$ cat src/rtl/protobuf_varint_field_extract_unit_assert.svh
// Assertion macros for the protobuf varint field extractor.
// Used by the top level; needs no other file.
`ifndef PROTOBUF_VARINT_FIELD_EXTRACT_UNIT_ASSERT_SVH
`define PROTOBUF_VARINT_FIELD_EXTRACT_UNIT_ASSERT_SVH

// Same-cycle implication, disabled in reset
`define PVFE_ASSERT_IMPL(name, clk, rst, ante, cons, msg) \
  name: assert property (@(posedge clk) disable iff (rst) (ante) |-> (cons)) \
    else $error(msg);

// Next-cycle implication, disabled in reset
`define PVFE_ASSERT_NEXT(name, clk, rst, ante, cons, msg) \
  name: assert property (@(posedge clk) disable iff (rst) (ante) |=> (cons)) \
    else $error(msg);

`endif

$ cat src/rtl/pvfe_pkg.sv
// Shared types and constants for the protobuf varint field extractor.
// No dependencies; imported by every module of the block.
package pvfe_pkg;

  localparam int MSG_BYTE_W          = 8;
  localparam int FIELD_NUM_W         = 29;
  localparam int OUTCOME_W           = 3;
  localparam int VALUE_W             = 32;
  localparam int ACCUM_W             = 64;
  localparam int QUEUE_DEPTH_DEFAULT = 4;

  localparam logic [FIELD_NUM_W-1:0] WANTED_RESET = FIELD_NUM_W'(1);

  // Varint limits
  localparam logic [3:0] MAX_VARINT_BYTES = 4'd10;

  // Wire types
  localparam logic [2:0] WT_VARINT = 3'd0;
  localparam logic [2:0] WT_I64    = 3'd1;
  localparam logic [2:0] WT_LEN    = 3'd2;
  localparam logic [2:0] WT_I32    = 3'd5;

  // Fixed-width skip lengths
  localparam logic [ACCUM_W-1:0] SKIP_I64 = ACCUM_W'(8);
  localparam logic [ACCUM_W-1:0] SKIP_I32 = ACCUM_W'(4);

  typedef enum logic [OUTCOME_W-1:0] {
    OUT_FOUND      = 3'd0,
    OUT_ABSENT     = 3'd1,
    OUT_WRONG_TYPE = 3'd2,
    OUT_UNSUP_TYPE = 3'd3,
    OUT_TOO_LONG   = 3'd4,
    OUT_TRUNC      = 3'd5
  } pvfe_outcome_t;

  typedef enum logic [2:0] {
    PH_KEY       = 3'd0,
    PH_VALUE     = 3'd1,
    PH_SKIPVAR   = 3'd2,
    PH_LEN       = 3'd3,
    PH_SKIPBYTES = 3'd4
  } pvfe_phase_t;

  // A classified message byte as held in the queue
  typedef struct packed {
    logic [6:0] data;
    logic       cont;
    logic       last;
  } pvfe_byte_t;

  typedef struct packed {
    logic full;
    logic empty;
  } pvfe_q_status_t;

  typedef struct packed {
    logic pop;
  } pvfe_back_ctl_t;

endpackage

$ cat src/rtl/pvfe_if.sv
// Valid/ready channel interfaces for message bytes and results.
// Depends on pvfe_pkg for field widths.
interface pvfe_byte_if;
  logic                             valid;
  logic                             ready;
  logic [pvfe_pkg::MSG_BYTE_W-1:0]  msg_byte;
  logic                             msg_last;

  modport source (output valid, output msg_byte, output msg_last, input ready);
  modport sink   (input valid, input msg_byte, input msg_last, output ready);
endinterface

interface pvfe_result_if;
  logic                             valid;
  logic                             ready;
  logic [pvfe_pkg::OUTCOME_W-1:0]   outcome;
  logic signed [pvfe_pkg::VALUE_W-1:0] field_value;

  modport source (output valid, output outcome, output field_value, input ready);
  modport sink   (input valid, input outcome, input field_value, output ready);
endinterface

$ cat src/rtl/pvfe_front.sv
// Front end: accepts message bytes and splits them into payload and flags.
// Depends on pvfe_pkg and pvfe_byte_if.
module pvfe_front (
  pvfe_byte_if.sink                msg,
  input  pvfe_pkg::pvfe_q_status_t q_status,
  output logic                     push,
  output pvfe_pkg::pvfe_byte_t     push_data
);
  import pvfe_pkg::*;

  // Take a byte whenever the queue has room
  assign msg.ready = !q_status.full;
  assign push      = msg.valid && !q_status.full;

  // Classify: 7 payload bits, continuation bit, end of message
  always_comb begin
    push_data.data = msg.msg_byte[6:0];
    push_data.cont = msg.msg_byte[7];
    push_data.last = msg.msg_last;
  end

endmodule

$ cat src/rtl/pvfe_queue.sv
// Short FIFO between the front and back ends of the field extractor.
// Depends on pvfe_pkg for the entry type.
module pvfe_queue #(
  parameter int DEPTH = pvfe_pkg::QUEUE_DEPTH_DEFAULT
) (
  input  logic                     clk,
  input  logic                     rst,
  input  logic                     push,
  input  pvfe_pkg::pvfe_byte_t     push_data,
  input  pvfe_pkg::pvfe_back_ctl_t ctl,
  output pvfe_pkg::pvfe_byte_t     pop_data,
  output pvfe_pkg::pvfe_q_status_t status
);
  import pvfe_pkg::*;

  localparam int AW = (DEPTH > 1) ? $clog2(DEPTH) : 1;
  localparam int CW = $clog2(DEPTH + 1);

  pvfe_byte_t          entries [DEPTH];
  logic [AW-1:0]       wr_ptr;
  logic [AW-1:0]       rd_ptr;
  logic [CW-1:0]       count;

  function automatic logic [AW-1:0] ptr_inc(input logic [AW-1:0] p);
    ptr_inc = (p == AW'(DEPTH - 1)) ? '0 : p + AW'(1);
  endfunction

  // Pointers and fill count
  always_ff @(posedge clk) begin
    if (rst) begin
      wr_ptr <= '0;
      rd_ptr <= '0;
      count  <= '0;
    end else begin
      if (push) wr_ptr <= ptr_inc(wr_ptr);
      if (ctl.pop) rd_ptr <= ptr_inc(rd_ptr);
      if (push && !ctl.pop) count <= count + CW'(1);
      else if (!push && ctl.pop) count <= count - CW'(1);
    end
  end

  // Entry storage
  always_ff @(posedge clk) begin
    if (push) entries[wr_ptr] <= push_data;
  end

  assign pop_data     = entries[rd_ptr];
  assign status.full  = (count == CW'(DEPTH));
  assign status.empty = (count == '0);

endmodule

$ cat src/rtl/pvfe_back.sv
// Back end: wire-format parser and result register.
// Depends on pvfe_pkg and pvfe_result_if.
module pvfe_back (
  input  logic                           clk,
  input  logic                           rst,
  input  logic                           cfg_wr_en,
  input  logic [pvfe_pkg::FIELD_NUM_W-1:0] cfg_wr_data,
  input  pvfe_pkg::pvfe_q_status_t       q_status,
  input  pvfe_pkg::pvfe_byte_t           q_data,
  output pvfe_pkg::pvfe_back_ctl_t       ctl,
  pvfe_result_if.source                  res
);
  import pvfe_pkg::*;

  logic [FIELD_NUM_W-1:0] wanted;
  pvfe_phase_t            phase, phase_next;
  logic [ACCUM_W-1:0]     accum, accum_next;
  logic [3:0]             cnt, cnt_next;
  logic [ACCUM_W-1:0]     skip_rem, skip_next;
  logic                   sent, sent_next;

  logic                   res_valid;
  pvfe_outcome_t          res_outcome;
  logic [VALUE_W-1:0]     res_value;

  logic                   emit;
  pvfe_outcome_t          emit_code;
  logic [VALUE_W-1:0]     emit_value;

  logic [5:0]             shamt;
  logic [ACCUM_W-1:0]     v_now;
  logic [3:0]             cnt_inc;
  logic [ACCUM_W-1:0]     rem_dec;
  logic [2:0]             wt;
  logic                   fn_match;
  logic                   pop;

  // Pop when a byte waits and the result slot is free or being drained
  assign pop     = !q_status.empty && (!res_valid || res.ready);
  assign ctl.pop = pop;

  // Configuration register
  always_ff @(posedge clk) begin
    if (rst) wanted <= WANTED_RESET;
    else if (cfg_wr_en) wanted <= cfg_wr_data;
  end

  // Varint assembly with the incoming byte
  assign shamt    = 6'(cnt) * 6'd7;
  assign v_now    = accum | (ACCUM_W'(q_data.data) << shamt);
  assign cnt_inc  = cnt + 4'd1;
  assign rem_dec  = (skip_rem != '0) ? skip_rem - ACCUM_W'(1) : skip_rem;
  assign wt       = v_now[2:0];
  assign fn_match = (v_now[ACCUM_W-1:FIELD_NUM_W+3] == '0) &&
                    (v_now[FIELD_NUM_W+2:3] == wanted);

  // Parser next state and result
  always_comb begin
    phase_next = phase;
    accum_next = accum;
    cnt_next   = cnt;
    skip_next  = skip_rem;
    sent_next  = sent;
    emit       = 1'b0;
    emit_code  = OUT_ABSENT;
    emit_value = '0;

    if (sent) begin
      // dropping bytes after the result, up to the end of the message
    end else if (phase == PH_SKIPBYTES) begin
      skip_next = rem_dec;
      if (rem_dec == '0) phase_next = PH_KEY;
      if (q_data.last) emit = 1'b1;
    end else begin
      accum_next = v_now;
      if (q_data.cont) begin
        cnt_next = cnt_inc;
        if (cnt_inc >= MAX_VARINT_BYTES) begin
          emit      = 1'b1;
          emit_code = OUT_TOO_LONG;
        end else if (q_data.last) begin
          emit      = 1'b1;
          emit_code = OUT_TRUNC;
        end
      end else begin
        accum_next = '0;
        cnt_next   = '0;
        case (phase)
          PH_VALUE: begin
            emit       = 1'b1;
            emit_code  = OUT_FOUND;
            emit_value = v_now[VALUE_W-1:0];
          end
          PH_SKIPVAR: begin
            phase_next = PH_KEY;
            emit       = q_data.last;
          end
          PH_LEN: begin
            if (v_now == '0) begin
              phase_next = PH_KEY;
            end else begin
              skip_next  = v_now;
              phase_next = PH_SKIPBYTES;
            end
            emit = q_data.last;
          end
          default: begin
            // key varint
            if (fn_match) begin
              if (wt == WT_VARINT) begin
                phase_next = PH_VALUE;
                emit       = q_data.last;
                emit_code  = OUT_TRUNC;
              end else begin
                emit      = 1'b1;
                emit_code = OUT_WRONG_TYPE;
              end
            end else if (wt == WT_VARINT) begin
              phase_next = PH_SKIPVAR;
              emit       = q_data.last;
              emit_code  = OUT_TRUNC;
            end else if (wt == WT_LEN) begin
              phase_next = PH_LEN;
              emit       = q_data.last;
              emit_code  = OUT_TRUNC;
            end else if (wt inside {WT_I64, WT_I32}) begin
              skip_next  = (wt == WT_I64) ? SKIP_I64 : SKIP_I32;
              phase_next = PH_SKIPBYTES;
              emit       = q_data.last;
            end else begin
              emit      = 1'b1;
              emit_code = OUT_UNSUP_TYPE;
            end
          end
        endcase
      end
    end

    // End of message clears the parse; an early result mutes the rest
    if (q_data.last) begin
      phase_next = PH_KEY;
      accum_next = '0;
      cnt_next   = '0;
      skip_next  = '0;
      sent_next  = 1'b0;
    end else if (emit) begin
      phase_next = PH_KEY;
      accum_next = '0;
      cnt_next   = '0;
      skip_next  = '0;
      sent_next  = 1'b1;
    end
  end

  // Parser state
  always_ff @(posedge clk) begin
    if (rst) begin
      phase    <= PH_KEY;
      accum    <= '0;
      cnt      <= '0;
      skip_rem <= '0;
      sent     <= 1'b0;
    end else if (pop) begin
      phase    <= phase_next;
      accum    <= accum_next;
      cnt      <= cnt_next;
      skip_rem <= skip_next;
      sent     <= sent_next;
    end
  end

  // Result register
  always_ff @(posedge clk) begin
    if (rst) begin
      res_valid <= 1'b0;
    end else if (pop && emit) begin
      res_valid <= 1'b1;
    end else if (res.ready) begin
      res_valid <= 1'b0;
    end
  end

  always_ff @(posedge clk) begin
    if (pop && emit) begin
      res_outcome <= emit_code;
      res_value   <= emit_value;
    end
  end

  assign res.valid       = res_valid;
  assign res.outcome     = res_outcome;
  assign res.field_value = res_value;

endmodule

$ cat src/rtl/protobuf_varint_field_extract_unit.sv
// Top level of the protobuf varint field extractor.
// Depends on pvfe_pkg, pvfe_if, pvfe_front, pvfe_queue, pvfe_back and the assert header.
//
// Takes one message byte per cycle while the queue has room and gives one result
// per message: the low 32 bits of the first varint field whose number matches the
// wanted field number, or the reason it was not found. Each byte is handled by
// the parser of the back end, whose per-byte state update sets the rate; bytes
// sit in a QUEUE_DEPTH-entry queue, so input keeps flowing for that many bytes
// while a result waits. A result is registered when its deciding byte leaves the
// queue. Bytes after the deciding one, up to the end of the message, are dropped.
`include "protobuf_varint_field_extract_unit_assert.svh"

module protobuf_varint_field_extract_unit #(
  parameter int QUEUE_DEPTH = pvfe_pkg::QUEUE_DEPTH_DEFAULT
) (
  input  logic                             clk,
  input  logic                             rst,
  input  logic                             cfg_wr_en,
  input  logic [pvfe_pkg::FIELD_NUM_W-1:0] cfg_wr_data,
  pvfe_byte_if.sink                        msg,
  pvfe_result_if.source                    res
);
  import pvfe_pkg::*;

  pvfe_q_status_t q_status;
  pvfe_back_ctl_t back_ctl;
  pvfe_byte_t     push_data;
  pvfe_byte_t     q_data;
  logic           push;

  // Byte intake
  pvfe_front u_front (
    .msg       (msg),
    .q_status  (q_status),
    .push      (push),
    .push_data (push_data)
  );

  // Decoupling queue
  pvfe_queue #(
    .DEPTH (QUEUE_DEPTH)
  ) u_queue (
    .clk       (clk),
    .rst       (rst),
    .push      (push),
    .push_data (push_data),
    .ctl       (back_ctl),
    .pop_data  (q_data),
    .status    (q_status)
  );

  // Parser and result register
  pvfe_back u_back (
    .clk         (clk),
    .rst         (rst),
    .cfg_wr_en   (cfg_wr_en),
    .cfg_wr_data (cfg_wr_data),
    .q_status    (q_status),
    .q_data      (q_data),
    .ctl         (back_ctl),
    .res         (res)
  );

  // Checks
  `PVFE_ASSERT_IMPL(a_full_blocks_input, clk, rst, q_status.full, !msg.ready,
    "ready with queue full")
  `PVFE_ASSERT_IMPL(a_pop_not_empty, clk, rst, back_ctl.pop, !q_status.empty,
    "pop from empty queue")
  `PVFE_ASSERT_IMPL(a_value_zero, clk, rst, res.valid && (res.outcome != OUT_FOUND),
    res.field_value == '0, "value set on non-found result")
  `PVFE_ASSERT_NEXT(a_push_fills, clk, rst, msg.valid && msg.ready && q_status.empty,
    !q_status.empty, "byte lost in queue")

endmodule

$ cat src/flat_wrapper.sv
// flat-port wrapper written by rule: the top's interface ports become plain ports
module protobuf_varint_field_extract_unit_flat import pvfe_pkg::*;
#(
  parameter int QUEUE_DEPTH = pvfe_pkg::QUEUE_DEPTH_DEFAULT
)
  (clk, rst, cfg_wr_en, cfg_wr_data, msg_valid, msg_msg_byte, msg_msg_last, msg_ready, res_valid, res_outcome, res_field_value, res_ready);
  pvfe_byte_if msg_i ();
  pvfe_result_if res_i ();
  input  logic clk;
  input  logic rst;
  input  logic cfg_wr_en;
  input  logic [pvfe_pkg::FIELD_NUM_W-1:0] cfg_wr_data;
  input wire logic [$bits(msg_i.valid)-1:0] msg_valid;
  input wire logic [$bits(msg_i.msg_byte)-1:0] msg_msg_byte;
  input wire logic [$bits(msg_i.msg_last)-1:0] msg_msg_last;
  output wire logic [$bits(msg_i.ready)-1:0] msg_ready;
  output wire logic [$bits(res_i.valid)-1:0] res_valid;
  output wire logic [$bits(res_i.outcome)-1:0] res_outcome;
  output wire logic [$bits(res_i.field_value)-1:0] res_field_value;
  input wire logic [$bits(res_i.ready)-1:0] res_ready;
  assign msg_i.valid = msg_valid;
  assign msg_i.msg_byte = msg_msg_byte;
  assign msg_i.msg_last = msg_msg_last;
  assign msg_ready = msg_i.ready;
  assign res_valid = res_i.valid;
  assign res_outcome = res_i.outcome;
  assign res_field_value = res_i.field_value;
  assign res_i.ready = res_ready;
  protobuf_varint_field_extract_unit #(.QUEUE_DEPTH(QUEUE_DEPTH)) u_core (.clk(clk), .rst(rst), .cfg_wr_en(cfg_wr_en), .cfg_wr_data(cfg_wr_data), .msg(msg_i), .res(res_i));
endmodule
$ cat config.mk
export PLATFORM = sky130hd
export DESIGN_NAME = protobuf_varint_field_extract_unit_flat
export DESIGN_NICKNAME = d
export VERILOG_FILES = /design/src/rtl/pvfe_pkg.sv /design/src/rtl/pvfe_if.sv /design/src/rtl/pvfe_front.sv /design/src/rtl/pvfe_queue.sv /design/src/rtl/pvfe_back.sv /design/src/rtl/protobuf_varint_field_extract_unit.sv /design/src/flat_wrapper.sv
export VERILOG_INCLUDE_DIRS = /design/src /design/src/rtl
export SDC_FILE = /design/constraint.sdc
export NUM_CORES = 1
export LEC_CHECK = 0
export BUFFER_PORTS_ARGS = -buffer_cell sky130_fd_sc_hd__buf_2
export CAP_MARGIN = 10
export CORE_ASPECT_RATIO = 0.9
export CORE_MARGIN = 2
export CORE_UTILIZATION = 53
export DETAILED_ROUTE_END_ITERATION = 7
export PLACE_DENSITY = 0.73
export SLEW_MARGIN = 20
export SYNTH_ARGS = -nofsm -noshare
export SYNTH_HDL_FRONTEND = slang
export SYNTH_HIERARCHICAL = 1
export SYNTH_SLANG_ARGS = --single-unit
$ cat constraint.sdc
create_clock -name clk -period 8.6 [get_ports clk]
set_input_delay 0.86 -clock clk [delete_from_list [all_inputs] [get_ports clk]]
set_output_delay 0.86 -clock clk [all_outputs]
set_load 0.02 [all_outputs]
Yosys cells after proc, flatten, opt, wreduce, memory -nomap -nowiden
Memory sizes are Yosys's and may differ from the RTL's. A register that Yosys moved wholly into a read port is not among the register bits.
Cells that the tools add are included.

storage, ports and cells
  input port bits = 43
  bits in registers = 208
  RAM bits = 36
  memories kept = 1

memories
  name                    words  bits a word  read ports  clocked after Yosys merged registers in  wr ports  RTL line          RTL
  u_core.u_queue.entries  4      9            1           1                                        1         pvfe_queue.sv:19  pvfe_byte_t entries [DEPTH];

operators by class
  magnitude comparators = 1
  multiplexer cells = 68
  shifts and indexed selects = 1
  $add $sub $neg = 6
  eq/ne operators = 22
  multipliers = 1
  bitwise operators = 2
  reductions and logical operators = 32

operators with widths
  operator                                               count
  two-way mux 64 bit                                     16
  logical NOT 64 bit                                     2
  case mux 64 bit (2 select lines)                       1
  bitwise OR 64 bit                                      1
  nonzero test 64 bit                                    1
  left shift 7 x 6 -> 64 bit                             1
  subtractor 64 x 1 -> 64 bit, second input constant     1
  two-way mux 3 bit                                      21
  logical NOT 32 bit                                     1
  == test 29 bit                                         1
  two-way mux 4 bit                                      6
  two-way mux 1 bit                                      16
  two-way mux 2 bit                                      5
  inequality test 5 x 4 -> 1 bit, second input constant  2
  == test 3 x 2 -> 1 bit, second input constant          3
  == test 3 bit, second input constant                   3
  case mux 3 bit (3 select lines)                        1
  AND reduction 9 bit                                    1
  inequality test 4 bit, second input constant           2
  nonzero test 2 bit                                     4
  nonzero test 8 bit                                     1
  inequality test 7 x 3 -> 1 bit, second input constant  1
  AND reduction 7 bit                                    1
  == test 3 x 1 -> 1 bit, second input constant          2
  25 further kinds                                       39

Depth between registers and ports, before layout
  depth in word-level cells = 15
  mapped depth = 24

Modules after synthesis
The synthesis kept the hierarchy.

by module, submodules not included
  module      area each (um2)  times used  cells each  seq. area each (um2)
  pvfe_back   12604.6          1           1558        4374.2
  pvfe_queue  1740.4           1           91          1261.2
  pvfe_front  77.6             1           11          0.0

Worst setup path after synthesis
Ideal clock, no wire load.

  kind = register -> register
  start point = register u_core.u_back.cnt[0]
  end point = register u_core.u_back.res_value[0], in the netlist u_core/u_back/res.field_value[0] (enable)
  arrival = 5286 ps
  required time = 8210 ps
  buffers on the path = 6
  path slack = 2924 ps
  clock period less this slack = 5676 ps
  stages on the path, launching flop included = 23
  cell sequence = dfxtp_1 buf_2 buf_2 inv_1 fa_1 inv_1 ha_1 inv_1 fa_1 clkbuf_1 clkbuf_1 o32ai_1 or2_2 clkbuf_1 or3_1 nor3_1 o2111ai_1 nor3_1 and3_1 buf_4 a41o_1 nand2_1 inv_1

between the ends
  word-level cells in the longest chain between the ends = 14

RTL lines
  what                                                     RTL line          RTL
  start, declared                                          pvfe_back.sv:18   logic [3:0] cnt, cnt_next;
  start signal, assigned                                   pvfe_back.sv:166  cnt <= cnt_next;
  multiplier 4 x 3 -> 6 bit                                pvfe_back.sv:49   assign shamt = 6'(cnt) * 6'd7;
  left shift 7 x 6 -> 64 bit                               pvfe_back.sv:50   assign v_now = accum | (ACCUM_W'(q_data.data) << shamt);
  bitwise OR 64 bit                                        pvfe_back.sv:50
  == test 3 x 1 -> 1 bit or == test 3 bit (tied branches)  pvfe_back.sv:126  end else if (wt inside {WT_I64, WT_I32}) begin
  nonzero test 2 bit                                       pvfe_back.sv:126
  two-way mux 1 bit                                        pvfe_back.sv:126
  two-way mux 1 bit                                        pvfe_back.sv:122  end else if (wt == WT_LEN) begin
  two-way mux 1 bit                                        pvfe_back.sv:118  end else if (wt == WT_VARINT) begin
  two-way mux 1 bit                                        pvfe_back.sv:109  if (fn_match) begin
  case mux 1 bit (2 select lines)                          pvfe_back.sv:88   case (phase)
  two-way mux 1 bit *                                      pvfe_back.sv:76   if (q_data.cont) begin
  two-way mux 1 bit *                                      pvfe_back.sv:70   end else if (phase == PH_SKIPBYTES) begin
  two-way mux 1 bit *                                      pvfe_back.sv:68   if (sent) begin
  logical AND 1 bit *                                      pvfe_back.sv:184  if (pop && emit) begin
  end signal, assigned                                     pvfe_back.sv:186  res_value <= emit_value;
  end, declared                                            pvfe_back.sv:24   logic [VALUE_W-1:0] res_value;

Mark *: on every way between the ends. The rest lies on a longest branch, timed or not.
A chain may end at the register's enable or synchronous reset.

Worst setup path after layout
  start point = register u_core.u_back.cnt[0]
  end point = register u_core.u_back.skip_rem[3]

between the ends
  word-level cells in the longest chain between the ends = 15

RTL lines
  what                                                                                 RTL line                            RTL
  multiplier 4 x 3 -> 6 bit                                                            pvfe_back.sv:49
  left shift 7 x 6 -> 64 bit                                                           pvfe_back.sv:50
  bitwise OR 64 bit                                                                    pvfe_back.sv:50
  == test 3 x 1 -> 1 bit or == test 3 bit (tied branches)                              pvfe_back.sv:126, pvfe_back.sv:127
  nonzero test 2 bit or two-way mux 4 bit (tied branches)                              pvfe_back.sv:126, pvfe_back.sv:127
  two-way mux 1 bit or two-way mux 64 bit (tied branches)                              pvfe_back.sv:126
  two-way mux 1 bit or two-way mux 64 bit (tied branches)                              pvfe_back.sv:122
  two-way mux 1 bit or two-way mux 64 bit (tied branches)                              pvfe_back.sv:118
  two-way mux 1 bit or two-way mux 64 bit (tied branches)                              pvfe_back.sv:109
  case mux 1 bit (2 select lines) or case mux 64 bit (2 select lines) (tied branches)  pvfe_back.sv:88
  two-way mux 1 bit or two-way mux 64 bit (tied branches)                              pvfe_back.sv:76
  two-way mux 1 bit or two-way mux 64 bit (tied branches)                              pvfe_back.sv:70
  two-way mux 1 bit or two-way mux 64 bit (tied branches)                              pvfe_back.sv:68
  inequality test 5 x 4 -> 1 bit (no line), or another cell as far along               --
  AND reduction 9 bit (no line) or two-way mux 64 bit (tied branches)                  --
  end signal, assigned                                                                 pvfe_back.sv:167                    skip_rem <= skip_next;
  end, declared                                                                        pvfe_back.sv:19                     logic [ACCUM_W-1:0] skip_rem, skip_next;

Parallel ways exist; a longest one is shown, timed or not. The select of a mux whose other input is x is not followed.

==> flow_summary.toml <==
[placed_design]
place_ws_ns = 1.15
hpwl_mm = 35.2
io_buffers = 79
gp_congestion = 1.02

[floorplan]
die_h_um = 160
num_rows = 57
io_pins = 80
core-area_um2 = 26900
die_area_um2 = 28500
die_w_um = 178
start_util_pct = 53.6

[min_path]
min_from = "u_core/u_back/accum[17]"
whs_endpoint = "u_core/u_back/accum[17]"
whs_path_depth = 2
min_path_type = "reg2reg"

[worst_setup_path]
crit_type = "reg2reg"
r2r_slack_ns = 0.72
required_ns = 9.08
reg2reg_depth = 18
cp-start-kind = "flop"
endpoint_kind = "flop"
arrival_ns = 8.36
worst-path-max-fanout = 29
r2r-end = "u_core/u_back/skip_rem[3]"
r2r-start = "u_core/u_back/cnt[0]"

[pwr]
finalPower_mw = 4.77
p_leak_nw = 5.97
power_density_nw_per_um2 = 303
worst_ir_drop_vdd_mv = 0.378

[finish]
layout.nets = 1722
syn_to_final_growth_pct = 9.40
post_route_cells_drive_above_1_share_pct = 11.4
n_antenna_cell = 0

[synthesis]
synth_largest_area_cell = "dfxtp_1"
ys_ff_latch = 246
netlist_instances = 1660
ys_async_sr_fraction_pct = 0
synth-edff-count = 71
yosys-top-cells-area = "dfxtp_1, edfxtp_1, nor2_1, a21oi_1, mux2i_1"
synth_top_cells_by_count = "nor2_1, dfxtp_1, a21oi_1, clkbuf_1, edfxtp_1"
syn_nets = 1723
yosysUniqueCellTypes = 90
yosysSeqAreaShare_pct = 39.1
syn_area_um2 = 14400
yosys.area.top_type_share_pct = 24.3
yosysWarnings = 6
synthMostInstantiatedCell = "nor2_1"
syn_area_per_cell_um2 = 8.69
synthFlopType = "dfxtp_1"

[drt]
num_vias = 13900
antenna_left = 0
vias_per_cell = 6.84
drtIter0Drc = 2162
wl_per_cell_um = 24.0
wl_mm = 48.9
drcViolationCount = 0
first_pass_iters = 6

[grt]
grt_pass1_wl_mm = 75.1
antenna_found_initial = 0
track_usage_pct = 33.8
grt_pass1_vias = 12600
grt_max_degree = 97
grt-ovfl-total = 0

[cts]
insertion_delay_ns = 0.54
cts_tree = "built"
ctsResizeCount = 0
clk_path_buf_depth = 3
clock-sinks = 246
hold_buffers = 0
numCtsBuffers = 27
htree_num_levels = 1
path_clk_slew_ns = 0.06
cts-root-buf = "clkbuf_16"
post-cts-setup-buffers = 0

[sta]
period_minus_slack_ns = 7.88
worst_slack_ns = 0.722
worstMarginPinSlew_ns = 1.17
fin_worst_skew_ns = 0.0105
max_freq_mhz = 127
rsz0062_at_grt = "false"
drv_slew = 0
finalSetupViolations = 0
final.period_utilization_pct = 91.6
hold_viol = 0
tns_ns = 0
max_slew_margin_pct = 20.0

[job]
drv_cap = 0

[outcome]
status = "complete, no violations"
-- worst max-delay path, stage by stage (launching register included) --
cell     delay (ns)
dfxtp_1        0.85
inv_1          0.22
fa_1           0.51
inv_1          0.07
ha_1           0.20
inv_1          0.08
fa_1           0.55
xnor2_1        0.91
nand2_1        0.24
a21oi_1        0.70
a21oi_1        0.38
xor2_1         0.22
nand2_1        0.07
nor4_1         0.59
nand3_1        0.41
o41ai_2        0.72
o21a_1         0.66
buf_12         0.27
a32o_1         0.17
-- power breakdown --
part	total (mW)	internal [mW]	switching (mW)
sequential	1.49	1.38	0.103
clock	1.20	0.707	0.493
combinational	2.09	0.584	1.50
total	4.77	2.67	2.10
-- registers in the layout, indices dropped and copies added (netlist names), named ones only --
| register | flops |
|---|---|
| u_core/u_back/cnt | 4 |
| u_core/u_back/accum | 64 |
| u_core/u_queue/entries | 36 |
| u_core/u_back/wanted | 29 |
| u_core/u_back/sent | 1 |
| u_core/u_queue/rd_ptr | 2 |
| u_core/u_back/res.outcome | 3 |
| u_core/u_queue/wr_ptr | 2 |
| u_core/u_back/phase | 3 |
| u_core/u_back/res.field_value | 32 |
| u_core/u_queue/count | 3 |
| u_core/u_back/res.valid | 1 |
| u_core/u_back/skip_rem | 64 |
-- metrics by stage --
stage               area, µm²  hold slack (ns)  utilization (%)  std cells
floorplan               14400            0.432                -       1660
CTS                     15800            0.479             58.7       2033
global route            15800            0.511             58.7       2033
finish                  15800            0.477             58.7       2033
global placement        14900            0.445             55.2       1984
detailed placement      14900            0.447             55.2       1984
-- placed cells by master, fill, tap and decap left out, types with 11 or more instances in the layout --
| cell type | Yosys | routed |
|---|---|---|
| a22o_1 | 41 | 41 |
| o21ai_0 | 45 | 45 |
| o32ai_1 | 21 | 21 |
| nor3_1 | 51 | 48 |
| dfxtp_1 | 175 | 175 |
| edfxtp_1 | 71 | 71 |
| a221o_1 | 15 | 15 |
| buf_4 | 12 | 20 |
| or2_2 | 11 | 11 |
| nand2b_1 | 15 | 15 |
| buf_2 | 18 | 78 |
| clkbuf_16 | 0 | 27 |
| nand4_1 | 26 | 26 |
| xor2_1 | 20 | 20 |
| and3_1 | 29 | 29 |
| o22ai_1 | 47 | 47 |
| or3_1 | 25 | 25 |
| mux2i_1 | 44 | 44 |
| a22oi_1 | 28 | 28 |
| a31oi_1 | 15 | 15 |
| nor4_1 | 36 | 35 |
| o2bb2ai_1 | 11 | 11 |
| nor2b_1 | 17 | 17 |
| or4_1 | 22 | 22 |
| nor2_1 | 247 | 247 |
| nand2_1 | 63 | 61 |
| inv_1 | 51 | 51 |
| a21oi_1 | 116 | 115 |
| nand3_1 | 37 | 37 |
| ha_1 | 15 | 15 |
| xnor2_1 | 33 | 33 |
-- worst max path at each step --
stage | slack, ns | start | to | cells after the start
final | 0.72 | u_core/u_back/cnt[0] | u_core/u_back/skip_rem[3] | 18
after detailed placement | 1.15 | u_core/u_back/cnt[0] | u_core/u_back/skip_rem[3] | 18
after global routing | 0.49 | u_core/u_back/cnt[0] | u_core/u_back/skip_rem[3] | 18
after global placement | 1.44 | u_core/u_back/cnt[0] | u_core/u_back/skip_rem[3] | 18
after CTS | 1.12 | u_core/u_back/cnt[0] | u_core/u_back/skip_rem[3] | 18
after floorplan | 2.92 | u_core/u_back/cnt[0] | u_core/u_back/res.field_value[0] | 22
-- cell type report --
cell class / instances / area, µm²
clock buffers: 29 / 693
clock inverters: 20 / 225
fillers: 2385 / 11100
inverters: 51 / 191
multi-input cells: 1234 / 8030
flip-flops and latches: 246 / 5640
well taps: 354 / 443
repair buffers: 99 / 561
-- logic make-up (layout without fill, tap and decap cells) --
family          Yosys count  after routing  synth area share, %
compound gates          470            470                 22.9
xor+xnor                 53             53                 3.22
fa+ha+maj                20             20                 2.00
buf+inv                 180            199                 5.59
flops                   246            246                 39.1
mux                      61             61                 5.19
simple gates            630            630                 22.0
-- routing by layer --
| layer | vias up | track usage (%) | share of wire [%] |
|---|---|---|---|
| met4 | 0 | 14.6 | 4.8 |
| met3 | 135 | 5.71 | 12 |
| met1 | 6620 | 50.2 | 42 |
| met5 | - | 0 | 0 |
| met2 | 893 | 48.1 | 41 |
| li1 | 6256 | - | - |
No activity file was read; power rests on OpenSTA's default activity.
